### src/rtl/core/i2cm_pkg.sv
// Shared types, opcodes and the microcode table of the I2C master bit engine.
package i2cm_pkg;

  localparam int PC_W    = 5;
  localparam int CNT_W   = 3;
  localparam int TICKS_W = 16;

  localparam logic [CNT_W-1:0] BIT_LAST = CNT_W'(7);

  localparam logic [TICKS_W-1:0] TICKS_RESET = TICKS_W'(500);

  // Bus commands.
  localparam logic [2:0] OP_START    = 3'd0;
  localparam logic [2:0] OP_WRITE    = 3'd1;
  localparam logic [2:0] OP_READ_ACK = 3'd2;
  localparam logic [2:0] OP_READ     = 3'd3;
  localparam logic [2:0] OP_SEND_ACK = 3'd4;
  localparam logic [2:0] OP_STOP     = 3'd5;

  // Configuration register indexes.
  localparam logic REG_PHASE_TICKS = 1'b0;

  typedef enum logic [2:0] {
    SDA_HOLD,
    SDA_LO,
    SDA_HI,
    SDA_BIT,
    SDA_NACK
  } sda_sel_e;

  typedef struct packed {
    logic            scl;
    sda_sel_e        sda_sel;
    logic            oe;
    logic            shift;
    logic            rx;
    logic            ack;
    logic            jmp;
    logic            fin;
    logic [PC_W-1:0] target;
  } ctrl_word_t;

  // One bus phase handed from the sequencer to the datapath.
  typedef struct packed {
    logic       fire;
    logic       last;
    ctrl_word_t word;
  } step_t;

  localparam logic [PC_W-1:0] PC_START    = PC_W'(0);
  localparam logic [PC_W-1:0] PC_WRITE    = PC_W'(3);
  localparam logic [PC_W-1:0] PC_WR_LOOP  = PC_W'(4);
  localparam logic [PC_W-1:0] PC_READ_ACK = PC_W'(7);
  localparam logic [PC_W-1:0] PC_READ     = PC_W'(9);
  localparam logic [PC_W-1:0] PC_RD_LOOP  = PC_W'(10);
  localparam logic [PC_W-1:0] PC_SEND_ACK = PC_W'(13);
  localparam logic [PC_W-1:0] PC_STOP     = PC_W'(16);

  function automatic logic [PC_W-1:0] entry_pc(input logic [2:0] op);
    logic [PC_W-1:0] pc;
    unique case (op)
      OP_START:    pc = PC_START;
      OP_WRITE:    pc = PC_WRITE;
      OP_READ_ACK: pc = PC_READ_ACK;
      OP_READ:     pc = PC_READ;
      OP_SEND_ACK: pc = PC_SEND_ACK;
      OP_STOP:     pc = PC_STOP;
      default:     pc = PC_START;
    endcase
    return pc;
  endfunction

  function automatic ctrl_word_t mk(input logic scl, input sda_sel_e sel, input logic oe,
                                    input logic shift, input logic rx, input logic ack,
                                    input logic jmp, input logic fin,
                                    input logic [PC_W-1:0] target);
    ctrl_word_t w;
    w.scl     = scl;
    w.sda_sel = sel;
    w.oe      = oe;
    w.shift   = shift;
    w.rx      = rx;
    w.ack     = ack;
    w.jmp     = jmp;
    w.fin     = fin;
    w.target  = target;
    return w;
  endfunction

  // Microcode: one word per bus phase. A word with jmp loops back to target
  // until the bit counter reaches its last bit.
  function automatic ctrl_word_t ucode(input logic [PC_W-1:0] pc);
    ctrl_word_t w;
    unique case (pc)
      // start
      PC_W'(0):  w = mk(1'b1, SDA_HI,   1'b1, 1'b0, 1'b0, 1'b0, 1'b0, 1'b0, PC_START);
      PC_W'(1):  w = mk(1'b1, SDA_LO,   1'b1, 1'b0, 1'b0, 1'b0, 1'b0, 1'b0, PC_START);
      PC_W'(2):  w = mk(1'b0, SDA_LO,   1'b1, 1'b0, 1'b0, 1'b0, 1'b0, 1'b1, PC_START);
      // write byte
      PC_W'(3):  w = mk(1'b0, SDA_HOLD, 1'b1, 1'b0, 1'b0, 1'b0, 1'b0, 1'b0, PC_START);
      PC_W'(4):  w = mk(1'b0, SDA_BIT,  1'b1, 1'b0, 1'b0, 1'b0, 1'b0, 1'b0, PC_START);
      PC_W'(5):  w = mk(1'b1, SDA_BIT,  1'b1, 1'b0, 1'b0, 1'b0, 1'b0, 1'b0, PC_START);
      PC_W'(6):  w = mk(1'b0, SDA_BIT,  1'b1, 1'b1, 1'b0, 1'b0, 1'b1, 1'b1, PC_WR_LOOP);
      // read slave ack
      PC_W'(7):  w = mk(1'b0, SDA_LO,   1'b0, 1'b0, 1'b0, 1'b0, 1'b0, 1'b0, PC_START);
      PC_W'(8):  w = mk(1'b1, SDA_LO,   1'b0, 1'b0, 1'b0, 1'b1, 1'b0, 1'b1, PC_START);
      // read byte
      PC_W'(9):  w = mk(1'b0, SDA_LO,   1'b0, 1'b0, 1'b0, 1'b0, 1'b0, 1'b0, PC_START);
      PC_W'(10): w = mk(1'b1, SDA_LO,   1'b0, 1'b0, 1'b0, 1'b0, 1'b0, 1'b0, PC_START);
      PC_W'(11): w = mk(1'b1, SDA_LO,   1'b0, 1'b0, 1'b0, 1'b0, 1'b0, 1'b0, PC_START);
      PC_W'(12): w = mk(1'b0, SDA_LO,   1'b0, 1'b0, 1'b1, 1'b0, 1'b1, 1'b1, PC_RD_LOOP);
      // send master ack
      PC_W'(13): w = mk(1'b0, SDA_HOLD, 1'b1, 1'b0, 1'b0, 1'b0, 1'b0, 1'b0, PC_START);
      PC_W'(14): w = mk(1'b0, SDA_NACK, 1'b1, 1'b0, 1'b0, 1'b0, 1'b0, 1'b0, PC_START);
      PC_W'(15): w = mk(1'b1, SDA_NACK, 1'b1, 1'b0, 1'b0, 1'b0, 1'b0, 1'b1, PC_START);
      // stop
      PC_W'(16): w = mk(1'b0, SDA_LO,   1'b1, 1'b0, 1'b0, 1'b0, 1'b0, 1'b0, PC_START);
      PC_W'(17): w = mk(1'b1, SDA_LO,   1'b1, 1'b0, 1'b0, 1'b0, 1'b0, 1'b0, PC_START);
      PC_W'(18): w = mk(1'b1, SDA_HI,   1'b1, 1'b0, 1'b0, 1'b0, 1'b0, 1'b1, PC_START);
      default:   w = mk(1'b1, SDA_HOLD, 1'b1, 1'b0, 1'b0, 1'b0, 1'b0, 1'b1, PC_START);
    endcase
    return w;
  endfunction

endpackage

### src/rtl/core/i2c_master_bit_engine.sv
// Top level of the I2C master bit engine: configuration port and core wiring.
//
// Each accepted command (start, write byte, read ack, read byte, send ack,
// stop) produces its run of bus phases as output beats, one per phase: 3
// for start, send ack and stop, 2 for read ack, 25 for write and read byte.
// Each phase runs the phase timer countdown, whose end loads the output
// register, then presents the beat (a phase_ticks of zero counts as one
// tick) and holds it while it is stalled. The next command is taken only
// after the last beat of the current one has been delivered; unused op
// codes are accepted and produce no beats. phase_ticks sits at byte
// address 0 of the APB port and resets to 500.
module i2c_master_bit_engine (
  input  logic        clk_i,
  input  logic        rst_ni,
  input  logic        psel,
  input  logic        penable,
  input  logic        pwrite,
  input  logic [2:0]  paddr,
  input  logic [31:0] pwdata,
  output logic [31:0] prdata,
  output logic        pready,
  input  logic        in_valid_i,
  output logic        in_stall_o,
  input  logic [2:0]  op_i,
  input  logic [7:0]  tx_byte_i,
  input  logic        nack_i,
  input  logic [7:0]  sda_samples_i,
  output logic        out_valid_o,
  input  logic        out_stall_i,
  output logic        scl_o,
  output logic        sda_out_o,
  output logic        sda_oe_o,
  output logic [7:0]  rx_byte_o,
  output logic        acked_o,
  output logic        last_o
);
  import i2cm_pkg::*;

  logic [TICKS_W-1:0] phase_ticks_q;
  logic               reg_sel;
  logic               load;
  step_t              step;

  assign pready  = 1'b1;
  assign reg_sel = (paddr[1:0] == 2'b00) && (paddr[2] == REG_PHASE_TICKS);
  assign prdata  = reg_sel ? {{(32-TICKS_W){1'b0}}, phase_ticks_q} : 32'h0;

  always_ff @(posedge clk_i or negedge rst_ni) begin
    if (!rst_ni) begin
      phase_ticks_q <= TICKS_RESET;
    end else if (psel && penable && pwrite && reg_sel) begin
      phase_ticks_q <= pwdata[TICKS_W-1:0];
    end
  end

  i2cm_sequencer u_seq (
    .clk_i         (clk_i),
    .rst_ni        (rst_ni),
    .in_valid_i    (in_valid_i),
    .op_i          (op_i),
    .phase_ticks_i (phase_ticks_q),
    .out_stall_i   (out_stall_i),
    .in_stall_o    (in_stall_o),
    .load_o        (load),
    .out_valid_o   (out_valid_o),
    .step_o        (step)
  );

  i2cm_datapath u_dp (
    .clk_i         (clk_i),
    .rst_ni        (rst_ni),
    .load_i        (load),
    .tx_byte_i     (tx_byte_i),
    .nack_i        (nack_i),
    .sda_samples_i (sda_samples_i),
    .step_i        (step),
    .scl_o         (scl_o),
    .sda_out_o     (sda_out_o),
    .sda_oe_o      (sda_oe_o),
    .rx_byte_o     (rx_byte_o),
    .acked_o       (acked_o),
    .last_o        (last_o)
  );

endmodule

### src/rtl/core/i2cm_sequencer.sv
// Microcode sequencer: step counter, bit loop counter and phase timer.
module i2cm_sequencer (
  input  logic                         clk_i,
  input  logic                         rst_ni,
  input  logic                         in_valid_i,
  input  logic [2:0]                   op_i,
  input  logic [i2cm_pkg::TICKS_W-1:0] phase_ticks_i,
  input  logic                         out_stall_i,
  output logic                         in_stall_o,
  output logic                         load_o,
  output logic                         out_valid_o,
  output i2cm_pkg::step_t              step_o
);
  import i2cm_pkg::*;

  localparam logic [1:0] S_IDLE = 2'd0;
  localparam logic [1:0] S_RUN  = 2'd1;
  localparam logic [1:0] S_OUT  = 2'd2;

  logic [1:0]         state_q, state_d;
  logic [PC_W-1:0]    pc_q, pc_d;
  logic [CNT_W-1:0]   cnt_q, cnt_d;
  logic [TICKS_W-1:0] timer_q, timer_d;
  logic               done_q, done_d;
  logic               accept;
  logic               jump;
  logic               fire;
  ctrl_word_t         word;

  assign word        = ucode(pc_q);
  assign jump        = word.jmp && (cnt_q != BIT_LAST);
  assign in_stall_o  = (state_q != S_IDLE);
  assign accept      = in_valid_i && !in_stall_o;
  assign load_o      = accept && (op_i <= OP_STOP);
  // A phase_ticks of zero behaves as a phase_ticks of one.
  assign fire        = (state_q == S_RUN) && (timer_q <= TICKS_W'(1));
  assign out_valid_o = (state_q == S_OUT);

  assign step_o.fire = fire;
  assign step_o.last = word.fin && !jump;
  assign step_o.word = word;

  always_comb begin
    state_d = state_q;
    pc_d    = pc_q;
    cnt_d   = cnt_q;
    timer_d = timer_q;
    done_d  = done_q;
    unique case (state_q)
      S_IDLE: begin
        if (load_o) begin
          pc_d    = entry_pc(op_i);
          cnt_d   = '0;
          timer_d = phase_ticks_i;
          done_d  = 1'b0;
          state_d = S_RUN;
        end
      end
      S_RUN: begin
        if (fire) begin
          if (jump) begin
            pc_d  = word.target;
            cnt_d = cnt_q + CNT_W'(1);
          end else begin
            pc_d  = pc_q + PC_W'(1);
          end
          done_d  = word.fin && !jump;
          state_d = S_OUT;
        end else begin
          timer_d = timer_q - TICKS_W'(1);
        end
      end
      S_OUT: begin
        if (!out_stall_i) begin
          timer_d = phase_ticks_i;
          state_d = done_q ? S_IDLE : S_RUN;
        end
      end
      default: state_d = S_IDLE;
    endcase
  end

  always_ff @(posedge clk_i or negedge rst_ni) begin
    if (!rst_ni) begin
      state_q <= S_IDLE;
      pc_q    <= '0;
      cnt_q   <= '0;
      timer_q <= '0;
      done_q  <= 1'b0;
    end else begin
      state_q <= state_d;
      pc_q    <= pc_d;
      cnt_q   <= cnt_d;
      timer_q <= timer_d;
      done_q  <= done_d;
    end
  end

endmodule

### src/rtl/core/i2cm_datapath.sv
// Datapath: command operands, SDA output latch and the result beat register.
module i2cm_datapath (
  input  logic            clk_i,
  input  logic            rst_ni,
  input  logic            load_i,
  input  logic [7:0]      tx_byte_i,
  input  logic            nack_i,
  input  logic [7:0]      sda_samples_i,
  input  i2cm_pkg::step_t step_i,
  output logic            scl_o,
  output logic            sda_out_o,
  output logic            sda_oe_o,
  output logic [7:0]      rx_byte_o,
  output logic            acked_o,
  output logic            last_o
);
  import i2cm_pkg::*;

  logic [7:0] shift_q;
  logic       nack_q;
  logic [7:0] samples_q;
  logic       sda_level_q;
  logic       sda_val;

  always_comb begin
    unique case (step_i.word.sda_sel)
      SDA_HOLD: sda_val = sda_level_q;
      SDA_LO:   sda_val = 1'b0;
      SDA_HI:   sda_val = 1'b1;
      SDA_BIT:  sda_val = shift_q[7];
      SDA_NACK: sda_val = nack_q;
      default:  sda_val = sda_level_q;
    endcase
  end

  // The SDA latch keeps its level while the line is released.
  always_ff @(posedge clk_i or negedge rst_ni) begin
    if (!rst_ni) begin
      sda_level_q <= 1'b1;
    end else if (step_i.fire && step_i.word.oe) begin
      sda_level_q <= sda_val;
    end
  end

  always_ff @(posedge clk_i) begin
    if (load_i) begin
      shift_q   <= tx_byte_i;
      nack_q    <= nack_i;
      samples_q <= sda_samples_i;
    end else if (step_i.fire && step_i.word.shift) begin
      shift_q <= {shift_q[6:0], 1'b0};
    end
  end

  // The read byte is the sample word itself once all eight bits are in.
  always_ff @(posedge clk_i) begin
    if (step_i.fire) begin
      scl_o     <= step_i.word.scl;
      sda_oe_o  <= step_i.word.oe;
      sda_out_o <= step_i.word.oe && sda_val;
      rx_byte_o <= (step_i.word.rx && step_i.last) ? samples_q : 8'h00;
      acked_o   <= step_i.word.ack && !samples_q[7];
      last_o    <= step_i.last;
    end
  end

endmodule

### config.mk
export PLATFORM = sky130hd
export DESIGN_NAME = i2c_master_bit_engine
export DESIGN_NICKNAME = d
export VERILOG_FILES = /design/src/rtl/core/i2cm_pkg.sv /design/src/rtl/core/i2c_master_bit_engine.sv /design/src/rtl/core/i2cm_sequencer.sv /design/src/rtl/core/i2cm_datapath.sv
export SDC_FILE = /design/constraint.sdc
export NUM_CORES = 1
export LEC_CHECK = 0
export ABC_CLOCK_PERIOD_IN_PS = 6200
export BUFFER_PORTS_ARGS = -buffer_cell sky130_fd_sc_hd__buf_2
export CAP_MARGIN = 10
export CORE_ASPECT_RATIO = 1.75
export CORE_MARGIN = 10
export CORE_UTILIZATION = 48
export DETAILED_ROUTE_END_ITERATION = 16
export HOLD_SLACK_MARGIN = 0.02
export PLACE_DENSITY = 0.74
export SYNTH_ARGS = -nofsm -noshare
export SYNTH_HDL_FRONTEND = slang
export SYNTH_SLANG_ARGS = --single-unit
### constraint.sdc
create_clock -name clk_i -period 6.2 [get_ports clk_i]
set_clock_uncertainty 0.05 [all_clocks]
set_input_delay 0.31 -clock clk_i [delete_from_list [all_inputs] [get_ports clk_i]]
set_output_delay 0.31 -clock clk_i [all_outputs]
set_load 0.1 [all_outputs]
# --- Word level (Yosys, flattened, before mapping) ---
# Memories as Yosys holds them, arrays and structs flattened.
# Index checks and enable logic that the tools add are counted.
word_totals:
  reg_bits: 74
  in_bits: 62
  output_inout_bits: 48
  mem_bits_rw: 0
  mem_bits_ro: 416
  memories: 1
  latchBits: 0
  wordCells: 92
op_classes:
  n_eq_ne: 17
  n_mul: 0
  addsub: 3
  div: 0
  shift: 0
  muxes: 25
  reduce_logical: 27
  order_cmp: 2
  bitwise: 1
mem_list:
  columns: ["memory", "depth", "width", "rd", "rd_ports_with_merged_regs", "wr", "line_no", "text"]
  rows:
  - ["(name not given)", 32, 13, 1, 0, 0, "i2cm_pkg.sv:94", "unique case (pc)"]
op_table:
  columns: ["operator", "n"]
  rows:
  - ["$mux 16", 4]
  - ["$pmux 16 s3", 1]
  - ["$pmux 5 s5", 1]
  - ["$le 16x1->1 const B", 1]
  - ["$mux 8", 2]
  - ["$sub 16x1->16 const B", 1]
  - ["$mux 5", 3]
  - ["$logic_and 1x1->1", 14]
  - ["$eq 3x2->1 const B", 4]
  - ["$pmux 5 s2", 1]
  - ["$eq 3x3->1 const B", 3]
  - ["$mux 3", 3]
  - ["$reduce_and 4->1", 2]
  - ["$eq 3x1->1 const B", 2]
  - ["$mux 2", 3]
  - ["$ne 2x2->1 const B", 3]
  - ["$pmux 2 s3", 1]
  - ["$pmux 3 s2", 1]
  - ["$reduce_and 3->1", 2]
  - ["$reduce_bool 2->1", 3]
  - ["$add 5x1->5 const B", 1]
  - ["$logic_not 2->1", 2]
  - ["$ne 2x1->1 const B", 2]
  - ["$pmux 1 s4", 1]
  - ["10 further kinds", 14]

# --- Depth between registers and ports, before layout ---
depth:
  word_depth: 6
  mapped_depth: 8
  depth_no_buf: 7

# --- Hierarchy ---
# From an unflattened synthesis, not the netlist that was laid out.
hier_totals:
  cells_unflattened: 422
  hier_area_um2: 4349.2
modules_own_cells:
  columns: ["module", "area_each_um2", "n_inst", "seq_area_each_um2", "cells_per_inst"]
  rows:
  - ["i2cm_sequencer", 2318.5, 1, 675.6, 284]
  - ["i2cm_datapath", 1156.1, 1, 927.1, 66]
  - ["i2c_master_bit_engine", 874.6, 1, 407.9, 72]

# --- Worst setup path before layout ---
# OpenSTA, ideal clock, no wires.
synth_path:
  kind: "register to register"
  start: "register u_seq.timer_q[0]"
  end: "register u_dp.shift_q[0], enable pin"
  path_stages_with_launch: 7
  synth_period_minus_slack_ns: 2.440
  t_required_ns: 5.766
  n_path_buf: 0
  arrival_time_ns: 2.006
  setup_slack_ns: 3.760
  setup_time_ns: 0.384
  cell_sequence: "dfrtp_1 inv_1 ha_1 o21ba_2 nand4_2 or3_1 o21ai_0"
synth_via:
  elab_chain_cells: 4
synth_rtl:
  columns: ["item", "line_no", "text"]
  rows:
  - ["from (decl)", "i2cm_sequencer.sv:23", "logic [TICKS_W-1:0] timer_q, timer_d;"]
  - ["from (signal assigned)", "i2cm_sequencer.sv:94", "timer_q <= timer_d;"]
  - ["$le 16x1->1", "i2cm_sequencer.sv:36", "assign fire = (state_q == S_RUN) && (timer_q <= TICKS_W'(1));"]
  - ["$logic_and 1x1->1", "i2cm_sequencer.sv:36", null]
  - ["$logic_and 1x1->1", "i2cm_datapath.sv:50", "end else if (step_i.fire && step_i.word.shift) begin"]
  - ["$reduce_bool 2->1 (no line)", null, null]
  - ["to (signal assigned)", "i2cm_datapath.sv:47", "shift_q <= tx_byte_i;"]
  - ["to (signal assigned)", "i2cm_datapath.sv:51", "shift_q <= {shift_q[6:0], 1'b0};"]
  - ["to (decl)", "i2cm_datapath.sv:19", "logic [7:0] shift_q;"]
# Every way passes these cells.
# A chain may end at the register's enable or synchronous reset.

# --- Worst setup path in the final report ---
layout_path:
  start: "register u_seq.timer_q[0]"
  end: "register u_dp.shift_q[2], enable pin"
# Same word-level chain as after synthesis.

==> summary.txt <==
Timing
  • Slew Limit Fails: 0
  • Slew @ Worst Pin: 1.09 ns
  • Final WS setup: 3.37 ns
  • Hold_ws: 0.0926 ns
  • RSZ-0062 raised after global routing: false
  • # setup viols final: 0
  • Clock period minus worst slack: 2.83 ns
  • Highest Clock Rate: 354 MHz
  • Slew Limit Headroom: 0.267
  • Final period util: 0.456
  • Final Hold Vio Count: 0
  • Final setup TNS: 0 ns

Power and ir drop
  • Overall power: 1.97 mW
  • Pwr Density: 424 nW/um^2
  • Int Power: 1.22 mW
  • Psw: 0.744 mW
  • Sw frac: 0.378
  • Register share of total power: 0.393
  • Comb power frac: 0.334
  • Peak supply drop: 0.264 mV
  • Leak: 2.00 nW
  • Clk pwr share: 0.273

Placed design
  • GPL Wtd Cong: 0.877
  • Port Buf Inserts: 76
  • DP Area: 4340 sq um
  • Post-DP HPWL: 7100 um
  • Placed Cells: 540
  • Post-Place Worst Slack: 3.30 ns

Clocking
  • PostCTS Resize Cnt: 0
  • Clock sinks: 74
  • Clk buf depth: 2
  • Clock root cell: clkbuf_16
  • Hold-fix buffers, CTS: 0
  • Post-CTS Setup Inserts: 0
  • Number of CTS-inserted buffers: 9
  • H-tree levels: 3
  • Clock-pin slew on the worst setup and hold paths: 0.05 ns
  • Worst skew pair latency: 0.33 ns
  • CTS tree: done

Global route
  • Number of antenna violations at the first check in global routing: 0
  • Largest net degree at the start of global routing: 45
  • First-pass GRT wire length: 15500 um
  • Vias in the first global route: 3228
  • GR Overflow Total: 0
  • GRT Resource Usage Total: 0.156

Setup path
  • Worst-path maximum fanout: 8
  • CP bufs+invs: 1
  • Reg2reg path depth: 6
  • Crit path launch type: flop
  • Cell count along the critical path: 6
  • CP Class: reg -> reg
  • Worst Setup EP: u_dp.shift_q[2]
  • Reg-to-Reg End: u_dp.shift_q[2]
  • Worst reg2reg path startpoint: u_seq.timer_q[0]
  • Critical path's top delay family: compound AO/OA/AOI/OAI gates
  • WP data required: 6.10 ns
  • CP startpoint: u_seq.timer_q[0]
  • Slowest CP cell: o21ai_0
  • Setup crit end kind: flop
  • Reg2Reg Setup Slack: 3.37 ns
  • Worst path max stage delay: 0.88 ns
  • Crit path DAT: 2.73 ns
  • Worst-path cell chain: inv_1 -> ha_1 -> o21ba_2 -> nand4_2 -> or3_1 -> o21ai_0

Cells and area
  • Most frequent cells in the layout: buf_2, dfrtp_1, nand2_1
  • Area added between synthesis and finish: 17.0%
  • Post-route insts no fill: 556
  • Share of layout cells above drive strength 1: 0.262
  • Area occupied by multi-input gates: 1760 sq um
  • Final Cell Area: 4640 sq um
  • Leading cell type in the layout, fill and taps excluded: buf_2
  • ANT cells: 0
  • Fill cells: 687
  • Post-layout util: 0.579
  • Reg area: 2010 sq um
  • Nets: 533

Synth
  • Register bit count reported by yosys: 74
  • Mapped Cells: 391
  • EDFF count, synth: 30
  • YS warnings: 0
  • Post-Syn Area: 3970 sq um
  • Seq/Total Area, Yosys: 0.507
  • Ys flop type: dfrtp_1
  • Mean Syn Cell Area: 10.2 sq um
  • Distinct cells, synth: 58
  • Synth async-reset ratio: 0.595

Drt
  • Routed vias: 3156
  • Drt initial violations: 210
  • Routed length per instance: 17.1 um
  • Post-Route WL: 9510 um
  • DRT Pass-1 Iters: 5
  • Via density: 5.68
  • Final ANT Viol Nets: 0
  • Residual DRC: 0

Floorplan
  • Rows: 43
  • Die Y-Extent: 140 um
  • Die ar.: 12400 sq um
  • Initial Util: 0.495
  • I/O pin count: 110
  • Die span in x: 88.7 um
  • Core area: 8020 sq um

Worst hold path
  • Hold crit path type: in -> async

Outcome
  • Status: completed

Job
  • Max_cap viols: 0
[state kept, by name, indices dropped and copies added (netlist names)]
register and cells:
phase_ticks_q 16, u_dp.acked_o 1, u_dp.last_o 1, u_dp.nack_q 1
u_dp.rx_byte_o 8, u_dp.samples_q 8, u_dp.scl_o 1, u_dp.sda_level_q 1
u_dp.sda_oe_o 1, u_dp.sda_out_o 1, u_dp.shift_q 8, u_seq.cnt_q 3
u_seq.done_q 1, u_seq.pc_q 5, u_seq.state_q 2, u_seq.timer_q 16
[power by group through the flow]
stage          clock [mW]  combinational, mW  sequential [mW]
2_1_floorplan           0              0.552            0.720
3_3_place_gp            0              0.626            0.767
3_5_place_dp            0              0.649            0.776
4_1_cts             0.544              0.655            0.768
5_1_grt             0.565              0.729            0.790
6_report            0.537              0.657            0.774
[how the worst min path moves through the flow]
stage / slack (ns) / startpoint / depth (start not counted) / endpoint
final: 0.09 / rst_ni / 1 / u_seq.timer_q[13]
after global routing: 0.09 / sda_samples_i[5] / 1 / u_dp.samples_q[5]
after CTS: 0.09 / sda_samples_i[1] / 1 / u_dp.samples_q[1]
after detailed placement: 0.40 / u_seq.done_q / 1 / u_seq.state_q[0]
after global placement: 0.40 / u_seq.done_q / 1 / u_seq.state_q[0]
after floorplan: -0.04 / rst_ni / 0 / phase_ticks_q[0]
[synthesized netlist by cell type (all sizes together) (7+ instances only)]
library cell  instances  area (sq um)
o21ai                36           184
and2                 25           156
dfstp                 7           184
inv                  12          45.0
clkbuf               10          37.5
mux2                 16           180
nor3                 11          55.1
ha                   10           125
edfxtp               30           901
nor4                 11          90.1
nand2                36           135
a21oi                24           120
buf                  25           165
nor2                 25          96.4
dfrtp                37           926
[cell families after synthesis]
family	after synthesis	synth area share
multiplexers	16	0.0454
flip-flops	74	0.507
other	2	0.00189
AND/OR/NAND/NOR	135	0.182
AO/OA/AOI/OAI	103	0.162
buffers and inverters	48	0.0634
XOR/XNOR	3	0.00662
adder cells (fa/ha/maj)	10	0.0315
[worst register-to-register path, cell delays in order, from the launching register on]
cell,delay (ns)
dfrtp_1,0.42
inv_1,0.09
ha_1,0.21
o21ba_2,0.17
nand4_2,0.14
or3_1,0.48
o21ai_0,0.88
[routing by layer]
metal  vias to the layer above  GRT usage  part of all wire
met3                        13     0.0581             0.090
met5                         -          0                 0
li1                       1522          -                 -
met1                      1489      0.167              0.37
met4                         0     0.0505             0.017
met2                       132      0.270              0.53
[final cells by class]
cell class	instances	area share
clock buffer	13	0.0518
clock inverter	3	0.0137
inverter	13	0.0105
multi-input combinational	284	0.380
sequential	74	0.433
tap	90	0.0243
timing repair buffer	79	0.0868
No activity file was read; power rests on OpenSTA's default activity.
